$ cat src/design/contact_phase_segmenter_assert.svh
// Assertion macros shared by the contact phase segmenter modules.
// Depends on nothing; define ASSERT_OFF to compile the checks away.
`ifndef CONTACT_PHASE_SEGMENTER_ASSERT_SVH
`define CONTACT_PHASE_SEGMENTER_ASSERT_SVH
`ifndef ASSERT_OFF
// Property checked at every rising edge outside reset.
`define CPS_ASSERT(label, clk, rst_n, prop, msg) \
  label: assert property (@(posedge clk) disable iff (!rst_n) prop) else $error(msg);
// Condition that must never be seen at a rising edge outside reset.
`define CPS_ASSERT_NEVER(label, clk, rst_n, cond, msg) \
  `CPS_ASSERT(label, clk, rst_n, !(cond), msg)
`else
`define CPS_ASSERT(label, clk, rst_n, prop, msg)
`define CPS_ASSERT_NEVER(label, clk, rst_n, cond, msg)
`endif
`endif

$ cat src/design/cps_pkg.sv
// Package for the contact phase segmenter: payload types, segmenter state,
// queue sizing and the run-closing function. Depends on nothing.
`timescale 1ns / 1ps
`default_nettype none

package cps_pkg;

  localparam int TIME_BITS      = 32;
  localparam int MIN_SWING_BITS = 32;
  localparam int MAX_RESULTS    = 3;
  localparam int RES_CNT_W      = 2;
  // Queue depth must be a power of two so the pointers wrap on their own.
  localparam int QUEUE_DEPTH    = 4;
  localparam int QUEUE_PTR_W    = $clog2(QUEUE_DEPTH);
  localparam int QUEUE_CNT_W    = $clog2(QUEUE_DEPTH + 1);

  typedef logic [TIME_BITS-1:0]      tick_t;
  typedef logic [MIN_SWING_BITS-1:0] min_swing_t;
  typedef logic [RES_CNT_W-1:0]      res_cnt_t;

  typedef struct packed {
    logic  in_contact;
    tick_t boundary_time;
    logic  seq_last;
  } in_item_t;

  typedef struct packed {
    logic  phase_is_swing;
    tick_t phase_start;
    logic  start_open;
    tick_t phase_end;
    logic  end_open;
    logic  final_phase;
  } out_item_t;

  // All results caused by one input beat, in delivery order.
  typedef struct packed {
    res_cnt_t                      cnt;
    out_item_t [MAX_RESULTS-1:0]   item;
  } bundle_t;

  typedef struct packed {
    logic  in_seq;
    logic  run_swing;
    tick_t run_start;
    logic  run_first;
    logic  held_valid;
    tick_t held_start;
    logic  held_start_open;
    tick_t held_end;
    logic  merging;
  } seg_state_t;

  localparam seg_state_t SEG_STATE_RESET = '{
    in_seq:          1'b0,
    run_swing:       1'b0,
    run_start:       '0,
    run_first:       1'b1,
    held_valid:      1'b0,
    held_start:      '0,
    held_start_open: 1'b0,
    held_end:        '0,
    merging:         1'b0
  };

  // Outcome of closing one run: new state and up to two results,
  // slot 0 delivered before slot 1.
  typedef struct packed {
    seg_state_t      st;
    logic [1:0]      valid;
    out_item_t [1:0] res;
  } close_t;

  function automatic out_item_t make_result(logic sw, tick_t st, logic so,
                                            tick_t en, logic eo, logic fin);
    out_item_t r;
    r.phase_is_swing = sw;
    r.phase_start    = so ? '0 : st;
    r.start_open     = so;
    r.phase_end      = eo ? '0 : en;
    r.end_open       = eo;
    r.final_phase    = fin;
    return r;
  endfunction

  // A swing is short when it runs backwards or lasts under the minimum.
  function automatic logic is_short(tick_t st, tick_t en, min_swing_t min_swing);
    tick_t diff;
    diff = en - st;
    return (en < st) || (64'(diff) < 64'(min_swing));
  endfunction

  function automatic close_t close_run(seg_state_t s, tick_t en, logic last,
                                       min_swing_t min_swing);
    close_t c;
    logic   inter;
    c       = '0;
    c.st    = s;
    inter   = !s.run_first && !last;
    if (!s.run_swing) begin
      if (s.merging && s.held_valid) begin
        c.st.held_end = en;
      end else begin
        c.st.held_valid      = 1'b1;
        c.st.held_start      = s.run_start;
        c.st.held_start_open = s.run_first;
        c.st.held_end        = en;
      end
      c.st.merging = 1'b0;
      if (last) begin
        c.res[0]        = make_result(1'b0, c.st.held_start, c.st.held_start_open,
                                      '0, 1'b1, 1'b1);
        c.valid[0]      = 1'b1;
        c.st.held_valid = 1'b0;
      end
    end else begin
      if (inter && s.held_valid && is_short(s.run_start, en, min_swing)) begin
        c.st.merging = 1'b1;
      end else begin
        if (s.held_valid) begin
          c.res[0]   = make_result(1'b0, s.held_start, s.held_start_open,
                                   s.held_end, 1'b0, 1'b0);
          c.valid[0] = 1'b1;
        end
        c.st.held_valid = 1'b0;
        c.st.merging    = 1'b0;
        c.res[1]   = make_result(1'b1, s.run_start, s.run_first, en, last, last);
        c.valid[1] = 1'b1;
      end
    end
    return c;
  endfunction

endpackage

`default_nettype wire

$ cat src/design/cps_front.sv
// Front end of the contact phase segmenter: run tracking, swing filter and
// result bundling. Depends on cps_pkg and the assertion macro header.
`timescale 1ns / 1ps
`default_nettype none
`include "contact_phase_segmenter_assert.svh"

module cps_front
  import cps_pkg::*;
(
  input  logic       clk,
  input  logic       rst_n,
  input  logic       cfg_we,
  input  min_swing_t cfg_wdata,
  input  logic       in_valid,
  output logic       in_ready,
  input  in_item_t   in_data,
  input  logic       q_full,
  output logic       push,
  output bundle_t    push_data
);

  min_swing_t      min_swing_r;
  seg_state_t      state_r, state_nxt;
  seg_state_t      s_mid;
  close_t          cls_mid, cls_last;
  out_item_t [3:0] cand;
  logic [3:0]      cand_v;
  out_item_t [3:0] slots;
  res_cnt_t        cnt;
  logic            swing;
  logic            accept;

  assign swing    = !in_data.in_contact;
  assign in_ready = !q_full;
  assign accept   = in_valid && in_ready;

  always_comb begin
    s_mid   = state_r;
    cls_mid = '0;
    if (!state_r.in_seq) begin
      s_mid.in_seq     = 1'b1;
      s_mid.run_swing  = swing;
      s_mid.run_start  = '0;
      s_mid.run_first  = 1'b1;
      s_mid.held_valid = 1'b0;
      s_mid.merging    = 1'b0;
    end else if (swing != state_r.run_swing) begin
      cls_mid         = close_run(state_r, in_data.boundary_time, 1'b0, min_swing_r);
      s_mid           = cls_mid.st;
      s_mid.run_swing = swing;
      s_mid.run_start = in_data.boundary_time;
      s_mid.run_first = 1'b0;
    end

    cls_last    = close_run(s_mid, '0, 1'b1, min_swing_r);
    state_nxt   = s_mid;
    cand        = {cls_last.res[1], cls_last.res[0], cls_mid.res[1], cls_mid.res[0]};
    cand_v      = {2'b00, cls_mid.valid};
    if (in_data.seq_last) begin
      state_nxt   = SEG_STATE_RESET;
      cand_v[3:2] = cls_last.valid;
    end

    // Pack the valid results to the front of the bundle, in order.
    slots = '0;
    cnt   = '0;
    for (int i = 0; i < 4; i++) begin
      if (cand_v[i]) begin
        slots[cnt] = cand[i];
        cnt        = cnt + res_cnt_t'(1);
      end
    end
    push_data.cnt  = cnt;
    push_data.item = slots[MAX_RESULTS-1:0];
  end

  assign push = accept && (cnt != '0);

  always_ff @(posedge clk) begin
    if (!rst_n) begin
      state_r     <= SEG_STATE_RESET;
      min_swing_r <= '0;
    end else begin
      if (accept) begin
        state_r <= state_nxt;
      end
      if (cfg_we) begin
        min_swing_r <= cfg_wdata;
      end
    end
  end

  `CPS_ASSERT(a_front_merge_held, clk, rst_n,
    state_r.merging |-> (state_r.held_valid && !state_r.run_swing && state_r.in_seq),
    "merge pending without a held stance run")
  `CPS_ASSERT(a_front_seq_end, clk, rst_n,
    (accept && in_data.seq_last) |=> (!state_r.in_seq && !state_r.held_valid),
    "sequence state not cleared after its final beat")
  `CPS_ASSERT_NEVER(a_front_push_full, clk, rst_n, push && q_full,
    "result bundle pushed into a full queue")

endmodule

`default_nettype wire

$ cat src/design/cps_queue.sv
// Short queue of result bundles between the front end and the output stage.
// Depends on cps_pkg and the assertion macro header.
`timescale 1ns / 1ps
`default_nettype none
`include "contact_phase_segmenter_assert.svh"

module cps_queue
  import cps_pkg::*;
(
  input  logic    clk,
  input  logic    rst_n,
  input  logic    push,
  input  bundle_t push_data,
  output logic    full,
  input  logic    pop,
  output logic    head_valid,
  output bundle_t head_data
);

  bundle_t                entries_r [QUEUE_DEPTH];
  logic [QUEUE_PTR_W-1:0] wr_ptr_r, wr_ptr_nxt;
  logic [QUEUE_PTR_W-1:0] rd_ptr_r, rd_ptr_nxt;
  logic [QUEUE_CNT_W-1:0] count_r, count_nxt;

  assign full       = (count_r == QUEUE_CNT_W'(QUEUE_DEPTH));
  assign head_valid = (count_r != '0);
  assign head_data  = entries_r[rd_ptr_r];

  always_comb begin
    wr_ptr_nxt = push ? wr_ptr_r + QUEUE_PTR_W'(1) : wr_ptr_r;
    rd_ptr_nxt = pop ? rd_ptr_r + QUEUE_PTR_W'(1) : rd_ptr_r;
    count_nxt  = count_r;
    if (push && !pop) begin
      count_nxt = count_r + QUEUE_CNT_W'(1);
    end else if (!push && pop) begin
      count_nxt = count_r - QUEUE_CNT_W'(1);
    end
  end

  always_ff @(posedge clk) begin
    if (!rst_n) begin
      wr_ptr_r <= '0;
      rd_ptr_r <= '0;
      count_r  <= '0;
    end else begin
      wr_ptr_r <= wr_ptr_nxt;
      rd_ptr_r <= rd_ptr_nxt;
      count_r  <= count_nxt;
    end
  end

  always_ff @(posedge clk) begin
    if (push) begin
      entries_r[wr_ptr_r] <= push_data;
    end
  end

  `CPS_ASSERT_NEVER(a_queue_overflow, clk, rst_n, push && full,
    "push into a full queue")
  `CPS_ASSERT_NEVER(a_queue_underflow, clk, rst_n, pop && !head_valid,
    "pop from an empty queue")
  `CPS_ASSERT(a_queue_count, clk, rst_n,
    (push && !pop) |=> (count_r == $past(count_r) + QUEUE_CNT_W'(1)),
    "queue count lost a push")

endmodule

`default_nettype wire

$ cat src/design/cps_back.sv
// Output stage of the contact phase segmenter: walks each queued bundle and
// presents one result per beat from a registered output. Depends on cps_pkg
// and the assertion macro header.
`timescale 1ns / 1ps
`default_nettype none
`include "contact_phase_segmenter_assert.svh"

module cps_back
  import cps_pkg::*;
(
  input  logic      clk,
  input  logic      rst_n,
  input  logic      head_valid,
  input  bundle_t   head_data,
  output logic      pop,
  output logic      out_valid,
  input  logic      out_ready,
  output out_item_t out_data
);

  res_cnt_t  idx_r, idx_nxt;
  logic      out_valid_r, out_valid_nxt;
  out_item_t out_data_r;
  out_item_t pick;
  logic      load;
  logic      bundle_done;

  assign load        = head_valid && (!out_valid_r || out_ready);
  assign bundle_done = (idx_r == head_data.cnt - res_cnt_t'(1));
  assign pop         = load && bundle_done;

  always_comb begin
    unique case (idx_r)
      2'd0:    pick = head_data.item[0];
      2'd1:    pick = head_data.item[1];
      default: pick = head_data.item[2];
    endcase

    idx_nxt       = idx_r;
    out_valid_nxt = out_valid_r;
    if (load) begin
      out_valid_nxt = 1'b1;
      idx_nxt       = bundle_done ? '0 : idx_r + res_cnt_t'(1);
    end else if (out_ready) begin
      out_valid_nxt = 1'b0;
    end
  end

  always_ff @(posedge clk) begin
    if (!rst_n) begin
      idx_r       <= '0;
      out_valid_r <= 1'b0;
    end else begin
      idx_r       <= idx_nxt;
      out_valid_r <= out_valid_nxt;
    end
  end

  always_ff @(posedge clk) begin
    if (load) begin
      out_data_r <= pick;
    end
  end

  assign out_valid = out_valid_r;
  assign out_data  = out_data_r;

  `CPS_ASSERT(a_back_idx_range, clk, rst_n,
    head_valid |-> (head_data.cnt != '0 && idx_r < head_data.cnt),
    "bundle index outside the queued bundle")
  `CPS_ASSERT(a_back_idx_hold, clk, rst_n,
    (out_valid_r && !out_ready) |=> (idx_r == $past(idx_r)),
    "bundle index moved during an output stall")
  `CPS_ASSERT_NEVER(a_back_pop_empty, clk, rst_n, pop && !head_valid,
    "bundle released while the queue is empty")

endmodule

`default_nettype wire

$ cat src/design/contact_phase_segmenter.sv
// Top level of the contact phase segmenter: front end, bundle queue and
// output stage. Depends on cps_pkg, cps_front, cps_queue and cps_back.
//
//   Channel   Ports                              Beat carries
//   -------   --------------------------------   ------------------------------
//   input     in_valid / in_ready / in_data      one phase (in_item_t)
//   result    out_valid / out_ready / out_data   one stance or swing run
//   config    cfg_we / cfg_wdata                 min_swing, no wait
//
// An input beat is taken every cycle while the four-entry bundle queue has room.
// Each beat yields zero to three results; the output register drains one per
// cycle while out_ready is high, so sustained input rate is one beat per cycle
// while beats average at most one result each. A beat's results pass the bundle
// queue, then the output register. Reset (rst_n low at a rising edge) clears
// the sequence state, the queue and the output valid, and sets min_swing to zero.
`timescale 1ns / 1ps
`default_nettype none

module contact_phase_segmenter
  import cps_pkg::*;
(
  input  logic       clk,
  input  logic       rst_n,
  input  logic       in_valid,
  output logic       in_ready,
  input  in_item_t   in_data,
  output logic       out_valid,
  input  logic       out_ready,
  output out_item_t  out_data,
  input  logic       cfg_we,
  input  min_swing_t cfg_wdata
);

  // Front end to queue.
  logic    push;
  bundle_t push_data;
  logic    q_full;

  // Queue to output stage.
  logic    head_valid;
  bundle_t head_data;
  logic    pop;

  // The front end tracks the current run and the held stance run. When a
  // short intermediate swing closes, the held stance is kept open so the
  // following stance can be joined to it; all results of one beat are
  // packed into a single bundle.
  cps_front u_front (
    .clk       (clk),
    .rst_n     (rst_n),
    .cfg_we    (cfg_we),
    .cfg_wdata (cfg_wdata),
    .in_valid  (in_valid),
    .in_ready  (in_ready),
    .in_data   (in_data),
    .q_full    (q_full),
    .push      (push),
    .push_data (push_data)
  );

  // The queue lets the front end keep taking beats while the output side
  // is stalled or is still walking a bundle with several results.
  cps_queue u_queue (
    .clk        (clk),
    .rst_n      (rst_n),
    .push       (push),
    .push_data  (push_data),
    .full       (q_full),
    .pop        (pop),
    .head_valid (head_valid),
    .head_data  (head_data)
  );

  // The output stage hands out the head bundle one result per beat and
  // releases the bundle as its last result is loaded.
  cps_back u_back (
    .clk        (clk),
    .rst_n      (rst_n),
    .head_valid (head_valid),
    .head_data  (head_data),
    .pop        (pop),
    .out_valid  (out_valid),
    .out_ready  (out_ready),
    .out_data   (out_data)
  );

endmodule

`default_nettype wire

$ cat config.mk
export PLATFORM = sky130hd
export DESIGN_NAME = contact_phase_segmenter
export DESIGN_NICKNAME = d
export VERILOG_FILES = /design/src/design/cps_pkg.sv /design/src/design/cps_front.sv /design/src/design/cps_queue.sv /design/src/design/cps_back.sv /design/src/design/contact_phase_segmenter.sv
export VERILOG_INCLUDE_DIRS = /design/src /design/src/design
export SDC_FILE = /design/constraint.sdc
export NUM_CORES = 1
export LEC_CHECK = 0
export BUFFER_PORTS_ARGS = -buffer_cell sky130_fd_sc_hd__buf_2
export CORE_AREA = 2 2 409 411
export CTS_CLUSTER_DIAMETER = 100
export DETAILED_ROUTE_END_ITERATION = 6
export DIE_AREA = 0 0 411 413
export SYNTH_ARGS = -nofsm -noshare
export SYNTH_HDL_FRONTEND = slang
export SYNTH_HIERARCHICAL = 1
export SYNTH_SLANG_ARGS = --single-unit
$ cat constraint.sdc
create_clock -name clk -period 14.8 [get_ports clk]
set_input_delay 0 -clock clk [delete_from_list [all_inputs] [get_ports clk]]
set_output_delay 0 -clock clk [all_outputs]
set_load 0.05 [all_outputs]
After elaboration in Yosys (flattened, before gate mapping) --
Memory sizes are Yosys's and may differ from the RTL's. A register that Yosys moved wholly into a read port is not among the register bits. Index checks and enable logic that the tools add are counted.
Storage, ports and cells: flip-flop bits (word level) 212, memory bits (writable) 824, word-level logic and storage cells 128, memories kept 1
Cells by class: $add $sub $neg 10, magnitude comparators 8, eq/ne operators 4, muxes and demuxes 58, reduce and logical (&&, ||, !) cells 26
Memories:
- u_queue.entries_r | depth 4, bits a word 206, rd ports 1, clocked after memory_dff 1, wr ports 1, line cps_queue.sv:20 | bundle_t entries_r [QUEUE_DEPTH];
Operators with widths (number):
- $bwmux 272 | 3
- $mux 138 | 4
- $mux 272 | 2
- $demux 68 s2 | 3
- $mux 68 | 6
- $mux 204 | 1
- $mux 32 | 5
- $pmux 68 s2 | 1
- $mux 67 | 2
- $mux 65 | 2
- $mux 102 | 1
- $mux 101 | 1
- $mux 33 | 2
- $lt 32x32->1 | 2
- $mux 35 | 1
- $mux 34 | 1
- $sub 32x32->32 | 1
- $mux 1 | 14
- $mux 2 | 7
- $logic_and 1x1->1 | 13
- $add 2x1->2 const B | 5
- $logic_not 1->1 | 6
- $lt 2x3->1 const B | 2
- $mux 3 | 2
- other kinds (15) | 19

Longest topological paths before layout --
Gate-level depths: netlist of the first run.
depth in word-level cells 21, depth in mapped cells 36

Modules after synthesis --
Netlist of the first run, hierarchy kept.
Modules (own cells, without submodules):
- cps_queue | times used 1, cells an instance 1119, area each 30157.7 µm², sequential area each 24923.9 µm²
- cps_front | times used 1, cells an instance 1608, area each 12441.9 µm², sequential area each 2682.6 µm²
- cps_back | times used 1, cells an instance 319, area each 3419.5 µm², sequential area each 2102.0 µm²

Least setup slack after synthesis of the first run --
OpenSTA, ideal clock, no wires.
path kind register to register, from register u_front/state_r[70] (netlist bit), to memory u_queue/entries_r[0][0] (netlist bit) (enable), data arrival time 10813 ps, data required time 14209 ps, setup slack 3395 ps, cell stages (with the launch flop) 28, clock period less this slack 11405 ps, cells stage by stage dfxtp_1 > inv_1 > ha_1 > nor2b_1 > o31a_1 > o41ai_2 > o311ai_4 > and3_1 > o31ai_1 > a21oi_1 > a2111oi_0 > nor3_1 > xor2_1 > ha_1 > nand2_1 > nor3_1 > nand2_1 > o221ai_1 > a21oi_1 > or2_1 > buf_6 > nor3_4 > buf_4 > ha_1 > xnor2_1 > ha_1 > a41oi_1 > and2_1
On the way: cells in the longest elaborated chain, start to end 19
RTL lines:
- start: declaration | line cps_front.sv:23 | seg_state_t state_r, state_nxt;
- start signal: assignment | line cps_front.sv:85 | state_r <= state_nxt;
- $sub 32x32->32 | line cps_pkg.sv:89 | diff = en - st;
- $lt 32x32->1 | line cps_pkg.sv:90 | return (en < st) || (64'(diff) < 64'(min_swing));
- $logic_or 1x1->1 * | line cps_pkg.sv:90
- $logic_and 1x1->1 * | line cps_pkg.sv:117 | if (inter && s.held_valid && is_short(s.run_start, en, min_swing)) begin
- $mux 138 | line cps_pkg.sv:117
- $mux 138 | line cps_pkg.sv:100 | if (!s.run_swing) begin
- $mux 138 | line cps_front.sv:47 | end else if (swing != state_r.run_swing) begin
- $mux 138 | line cps_front.sv:40 | if (!state_r.in_seq) begin
- [4 not listed]
- $mux 2 * | line cps_front.sv:68 | if (cand_v[i]) begin
- $add 2x1->2 | line cps_front.sv:70 | cnt = cnt + res_cnt_t'(1);
- $mux 2 * | line cps_front.sv:68
- $reduce_bool 2->1 * | line cps_front.sv:77 | assign push = accept && (cnt != '0);
- $logic_and 1x1->1 * | line cps_front.sv:77
- via push | line contact_phase_segmenter.sv:35 | logic push;
- $mux 1 * | line cps_queue.sv:53 | if (push) begin
- $mux 1 (not written as such) * | line cps_queue.sv:54 | entries_r[wr_ptr_r] <= push_data;
- end: declaration | line cps_queue.sv:20
Mark *: on every way through the listed nets, which the timed path passes. The rest lies on a longest branch.

Worst setup path in the final report of the first run --
from register u_front/state_r[70] (netlist bit), to memory u_queue/entries_r[3][172] (netlist bit) (enable)
The elaborated chain is that of the path after synthesis.

==> impl_metrics.json, run 1 <==
{
  "cp_common_cell": "ha_1",
  "synth-warning-count": 6,
  "cts.sinks": 1038,
  "yosysMostFrequentCell": "edfxtp_1",
  "synth_ff_type": "edfxtp_1",
  "syn_inst": 3046,
  "num_io_pins": 141,
  "r2r_cells": 26,
  "initial_core_util": 0.277,
  "synth_top_area_cell": "edfxtp_1",
  "p_leak_nw": 17.0,
  "hp-class": "input port to register",
  "rrSetupSlack_ns": 5.10,
  "yosysTopAreaCellShare": 0.582,
  "clock_latency_ns": 0.71,
  "finalHoldViolCount": 2,
  "cp.buffers_inverters": 2,
  "slowest_delay_ns": 0.87,
  "rr_startpoint": "u_front/state_r[70]$_SDFFE_PN0P_",
  "grt_pass1_vias": 28000,
  "drc": 12,
  "crit_cells": 26,
  "die_h_um": 413,
  "cts-htree-levels": 3,
  "drv_cap": 0,
  "dr.pass1.iters": 7,
  "grt_max_degree": 93,
  "crit_arrival_ns": 10.01,
  "critPathRequiredTime_ns": 15.11,
  "netlist_top_cells_area": "edfxtp_1 (58%), mux4_2 (10%), dfxtp_1 (6.4%), a22oi_1 (2.7%), nand2_1 (2.6%)",
  "peakVddDrop_uv": 117,
  "crit_path_start_kind": "register",
  "fmax_mhz": 103,
  "endpoint_kind": "register",
  "cts_root_buf": "clkbuf_16",
  "cts_setup_buffers": 0,
  "path_max_fanout": 62,
  "status": "complete, but fails checks",
  "synth_seq_cells": 1038,
  "dieArea_um2": 170000,
  "hpwlAfterDp_um": 78100,
  "synth_edf_count": 892,
  "grt_first_pass_wirelength_um": 190000,
  "numCtsBuffers": 105,
  "via_per_inst": 5.09,
  "async_reset_ff_frac": 0,
  "drive_above_1_share": 0.193,
  "stdcell_area_um2": 53200,
  "vias": 28000,
  "min_period_over_period": 0.655,
  "yosysSeqAreaShare": 0.646,
  "powerDensity_nw_per_um2": 154,
  "ctsHoldBuffers": 67,
  "synth_cell_types": 70,
  "nets": 3363,
  "grt_overflow": 0,
  "setup_tns_ns": 0,
  "drt_wl_total_um": 130000,
  "crit_type": "register to register",
  "violations": "DRC, hold timing",
  "die_width_um": 411,
  "post_cts_resized": 0,
  "critical-path-top-delay-family": "simple AND/OR/NAND/NOR gates",
  "clk_path_buf_depth": 3,
  "placed_cell_area_um2": 49000,
  "rsz0062_at_grt": "no",
  "area_delta_synth_final_pct": 15.6,
  "cts.reportedPaths.clkPinSlew_ns": 0.07,
  "cp-endpoint": "u_queue/entries_r[3][172]$_DFFE_PP_",
  "rows": 150,
  "critical_path.startpoint": "u_front/state_r[70]$_SDFFE_PN0P_",
  "antenna_found_initial": 3,
  "core_um2": 166000,
  "finalHoldWorstSlack_ns": -0.00352,
  "fin_skew_ns": 0.0290,
  "syn_area_um2": 46000,
  "syn_avg_cell_area_um2": 15.1,
  "regToRegEndpoint": "u_queue/entries_r[3][172]$_DFFE_PP_",
  "io_buffers": 140,
  "slew_headroom": 0.179,
  "cts_tree": "yes",
  "wl_per_cell_um": 23.6,
  "synth_commonest_cells": "edfxtp_1 (892), nand2_1 (321), mux4_2 (206)",
  "worst_pin_slew_ns": 1.22,
  "finalSetupViolCount": 0,
  "drt_iter0_markers": 2982,
  "drv_slew": 0,
  "syn_nets": 3199,
  "critPathSlowestCell": "and2_4",
  "ant_nets": 0,
  "place.gp.congestion": 0.885,
  "fin_crit_ns": 9.70,
  "gr-usage-all-layers": 0.149
}
## cells by family after synthesis
logic type      count (synthesis)  synth area share
flops                        1038             0.646
xor+xnor                       36           0.00685
simple gates                  681            0.0704
fa+ha+maj                      82            0.0226
buf+inv                       296            0.0311
compound gates                603            0.0992
mux                           310             0.124
## flip-flops by register name (all words and copies together), names as in the netlist, named ones only
| name | cells |
|---|---|
| u_back/out_data | 68 |
| u_back/out_valid | 1 |
| u_queue/count_r | 3 |
| u_queue/rd_ptr_r | 2 |
| u_front/state_r | 102 |
| u_queue/wr_ptr_r | 2 |
| u_back/idx_r | 2 |
| u_queue/entries_r | 824 |
| u_front/min_swing_r | 32 |
## worst register-to-register path: cells and delay by family, from the launching register on
family,cells,cell delay (ns)
compound gates,9,2.89
xor+xnor,2,0.54
fa+ha+maj,4,1.37
buf+inv,2,0.98
flops,1,0.44
simple gates,9,2.97
## report_power, final
part	leakage, nW	switching [W]	internal (W)	total [W]
combinational	5.69	0.00126	0.000616	0.00187
clock	1.72	0.00115	0.00158	0.00273
sequential	9.56	0.000130	0.00346	0.00359
## per-stage QoR
step           hold slack [ns]  total power [W]  std cells  setup slack [ns]  utilization
6_report              -0.00352          0.00819       5507              5.10        0.321
5_1_grt                 0.0385          0.00853       5507              4.55        0.321
4_1_cts                0.00445          0.00832       5506              5.23        0.321
3_5_place_dp             0.266          0.00557       5240              5.28        0.295
3_3_place_gp             0.257          0.00556       5240              5.30        0.295
2_1_floorplan            0.122          0.00498       3046              3.40            -
## routing by layer
layer	vias up	wire [µm]	GRT usage
met5	-	28	0
met1	14400	54100	0.199
met2	1139	61400	0.242
li1	12300	-	-
met3	256	9900	0.0310
met4	4	4350	0.0517
## worst min path at each step
stage / from / to / slack [ns] / cells after the start
final: rst_n / u_back/out_valid$_SDFFE_PN0P_ / -0.004 / 2
after global placement: cfg_wdata[13] / u_front/min_swing_r[13]$_SDFFE_PN0P_ / 0.26 / 3
after detailed placement: cfg_wdata[4] / u_front/min_swing_r[4]$_SDFFE_PN0P_ / 0.27 / 3
after floorplan: rst_n / register / 0.12 / 1
after global routing: rst_n / u_front/min_swing_r[10]$_SDFFE_PN0P_ / 0.04 / 2
after CTS: rst_n / u_front/state_r[41]$_SDFFE_PN0P_ / 0.004 / 2
## cell type report
type	instances	area [µm²]
multi-input cells	1712	15000
flip-flops and latches	1038	29700
inverters	91	342
fillers	16200	113000
clock inverters	61	713
repair buffers	262	1810
clock buffers	138	2850
diodes	1	2.50
well taps	2204	2760
## cells in the final DEF, fill, tap and decap left out, drive strengths merged, types with 24 or more instances in the layout
cell         synthesis  final
dlygate4sd3          0     67
a22o                68     68
buf                 99    195
mux4               206    206
and2                47     47
o221ai              27     27
edfxtp             892    892
mux2i               73     73
o2bb2ai             50     50
inv                 90     94
o21ai               33     33
clkinv               1     39
a21oi               87     87
clkbuf             106    138
nand2              322    322
a22oi              167    167
dfxtp              146    146
nor2b              138    138
xnor2               24     24
nor2               101    101
a221oi              26     26
o22ai               41     41
a221o               39     39
ha                  80     80
mux2                31     31
Note: power is estimated with default switching activity, not from simulation.
==> inputs of run 2 (changes only) <==
==> constraint.sdc (replaced) <==
create_clock -name clk -period 9.9 [get_ports clk]
set_input_delay 0 -clock clk [delete_from_list [all_inputs] [get_ports clk]]
set_output_delay 0 -clock clk [all_outputs]
set_load 0.05 [all_outputs]
==> impl_metrics.json, run 2 (synthesis results as in run 1) <==
{
  "fin_skew_ns": 0.0364,
  "min_to": "u_front/min_swing_r[31]$_SDFFE_PN0P_",
  "rrSetupSlack_ns": 1.29,
  "worst_pin_slew_ns": 1.28,
  "p_int_w": 0.00844,
  "crit_arrival_ns": 9.02,
  "cts_root_buf": "clkbuf_16",
  "grt_max_degree": 108,
  "rsz0062_at_grt": "no",
  "cts_tree": "yes",
  "dr.pass1.iters": 6,
  "hpwlAfterDp_um": 79100,
  "hp-class": "input port to register",
  "p_leak_nw": 17.3,
  "crit_type": "register to register",
  "critPathSlowestCell": "nand3_1",
  "initial_core_util": 0.277,
  "cp_common_cell": "ha_1",
  "cts.reportedPaths.clkPinSlew_ns": 0.06,
  "core_um2": 166000,
  "fin_crit_ns": 8.61,
  "drive_above_1_share": 0.190,
  "slowest_delay_ns": 0.90,
  "drc": 0,
  "wl_per_cell_um": 23.4,
  "clockPowerShare": 0.329,
  "cts.sinks": 1038,
  "dp_cells": 5250,
  "drv_slew": 0,
  "largest-register": "u_queue/entries_r",
  "area_delta_synth_final_pct": 16.9,
  "critPathRequiredTime_ns": 10.31,
  "setup_tns_ns": 0,
  "p_seq_frac": 0.439,
  "via_per_inst": 5.07,
  "grt_overflow": 0,
  "final_cell_mix": "edfxtp_1 (892), nand2_1 (320), mux4_2 (206), a22oi_1 (167), dfxtp_1 (143)",
  "drt_wl_total_um": 130000,
  "path_max_fanout": 30,
  "rows": 150,
  "post_cts_resized": 0,
  "p_sw_w": 0.00375,
  "cts-htree-levels": 3,
  "antenna_found_initial": 7,
  "ctsHoldBuffers": 113,
  "cts_setup_buffers": 0,
  "rr_startpoint": "u_front/state_r[70]$_SDFFE_PN0P_",
  "io_buffers": 140,
  "combPwrFrac": 0.232,
  "gr-usage-all-layers": 0.150,
  "die_width_um": 411,
  "status": "finished, final reports clean",
  "grt_pass1_vias": 27900,
  "final_common_cell": "edfxtp_1",
  "finalHoldViolCount": 0,
  "powerDensity_nw_per_um2": 227,
  "clock_latency_ns": 0.70,
  "largest_register_ffs": 824,
  "slew_headroom": 0.144,
  "peakVddDrop_uv": 160,
  "fmax_mhz": 116,
  "ant_nets": 0,
  "grt_first_pass_wirelength_um": 190000,
  "regToRegEndpoint": "u_queue/entries_r[0][88]$_DFFE_PP_",
  "min_period_over_period": 0.870,
  "dieArea_um2": 170000,
  "num_io_pins": 141,
  "clk_path_buf_depth": 3,
  "drv_cap": 0,
  "die_h_um": 413,
  "numCtsBuffers": 106,
  "drt_iter0_markers": 3082,
  "vias": 28200,
  "min_from": "cfg_we",
  "final_cells": 5563,
  "hold_depth": 4,
  "nets": 3420,
  "switching_share": 0.308,
  "crit_path_start_kind": "register",
  "place.gp.congestion": 0.916,
  "endpoint_kind": "register",
  "finalSetupViolCount": 0,
  "r2r_cells": 29
}
[run 2: cell count changes in the layout (fill, tap and decap cells not counted), moves of 2 or more]
cell	before	now
buf_12	2	16
buf_4	54	50
clkbuf_1	24	26
clkinv_1	16	21
clkinv_16	3	0
clkinv_2	18	13
clkinv_8	0	3
clkinvlp_4	7	4
diode_2	1	3
dlygate4sd3_1	67	113
inv_6	3	1
inv_8	0	2
[run 2: how the worst max path moves through the flow]
stage / slack (ns) / startpoint / to / cells after the start
2_1_floorplan: 0.78 / u_front/state_r[70]$_SDFFE_PN0P_ / u_queue/entries_r[1][0]$_DFFE_PP_ / 27
3_3_place_gp: 1.62 / u_front/state_r[70]$_SDFFE_PN0P_ / u_queue/entries_r[0][75]$_DFFE_PP_ / 29
3_5_place_dp: 1.58 / u_front/state_r[70]$_SDFFE_PN0P_ / u_queue/entries_r[3][88]$_DFFE_PP_ / 29
4_1_cts: 1.50 / u_front/state_r[70]$_SDFFE_PN0P_ / u_queue/entries_r[1][88]$_DFFE_PP_ / 29
5_1_grt: 0.81 / u_front/state_r[70]$_SDFFE_PN0P_ / u_queue/entries_r[0][88]$_DFFE_PP_ / 29
6_report: 1.29 / u_front/state_r[70]$_SDFFE_PN0P_ / u_queue/entries_r[0][88]$_DFFE_PP_ / 29
[run 2: power groups by stage]
stage | logic (W) | registers (W) | clock network, W
6_report | 0.00283 | 0.00535 | 0.00401
5_1_grt | 0.00303 | 0.00539 | 0.00425
4_1_cts | 0.00289 | 0.00538 | 0.00408
3_5_place_dp | 0.00285 | 0.00547 | 0
3_3_place_gp | 0.00284 | 0.00546 | 0
2_1_floorplan | 0.00153 | 0.00590 | 0
[run 2: per-layer routing]
metal | GRT usage | vias up | wire length, µm
li1 | - | 12400 | -
met1 | 0.199 | 14600 | 55000
met2 | 0.251 | 1071 | 63500
met3 | 0.0273 | 186 | 8920
met4 | 0.0378 | 6 | 2930
met5 | 0 | - | 35
[run 2: final cells by class]
class | count | area (µm²)
fill | 16200 | 112000
sequential | 1038 | 29700
multi-input combinational | 1712 | 15000
clock buffer | 141 | 2870
tap | 2204 | 2760
timing repair buffer | 318 | 2520
clock inverter | 56 | 609
inverter | 91 | 342
antenna | 3 | 7.51
[run 2: worst max-delay path, delay by kind of cell (launching register included)]
family | cells | cell delay [ns]
adders and majority gates | 4 | 1.27
xor gates and xnor gates | 2 | 0.54
and+or+nand+nor | 10 | 2.74
DFF | 1 | 0.44
AOI/OAI and AO/OA | 10 | 2.77
buffers and inverters | 3 | 0.51
[run 2: through the flow]
stage	setup slack (ns)	util	power (W)	instance area, µm²	hold slack (ns)
4_1_cts	1.50	0.324	0.0123	53800	0.0180
6_report	1.29	0.324	0.0122	53800	0.0502
2_1_floorplan	0.777	-	0.00743	46000	0.122
3_3_place_gp	1.62	0.297	0.00830	49200	0.259
5_1_grt	0.811	0.324	0.0127	53800	0.0574
3_5_place_dp	1.58	0.297	0.00832	49200	0.271
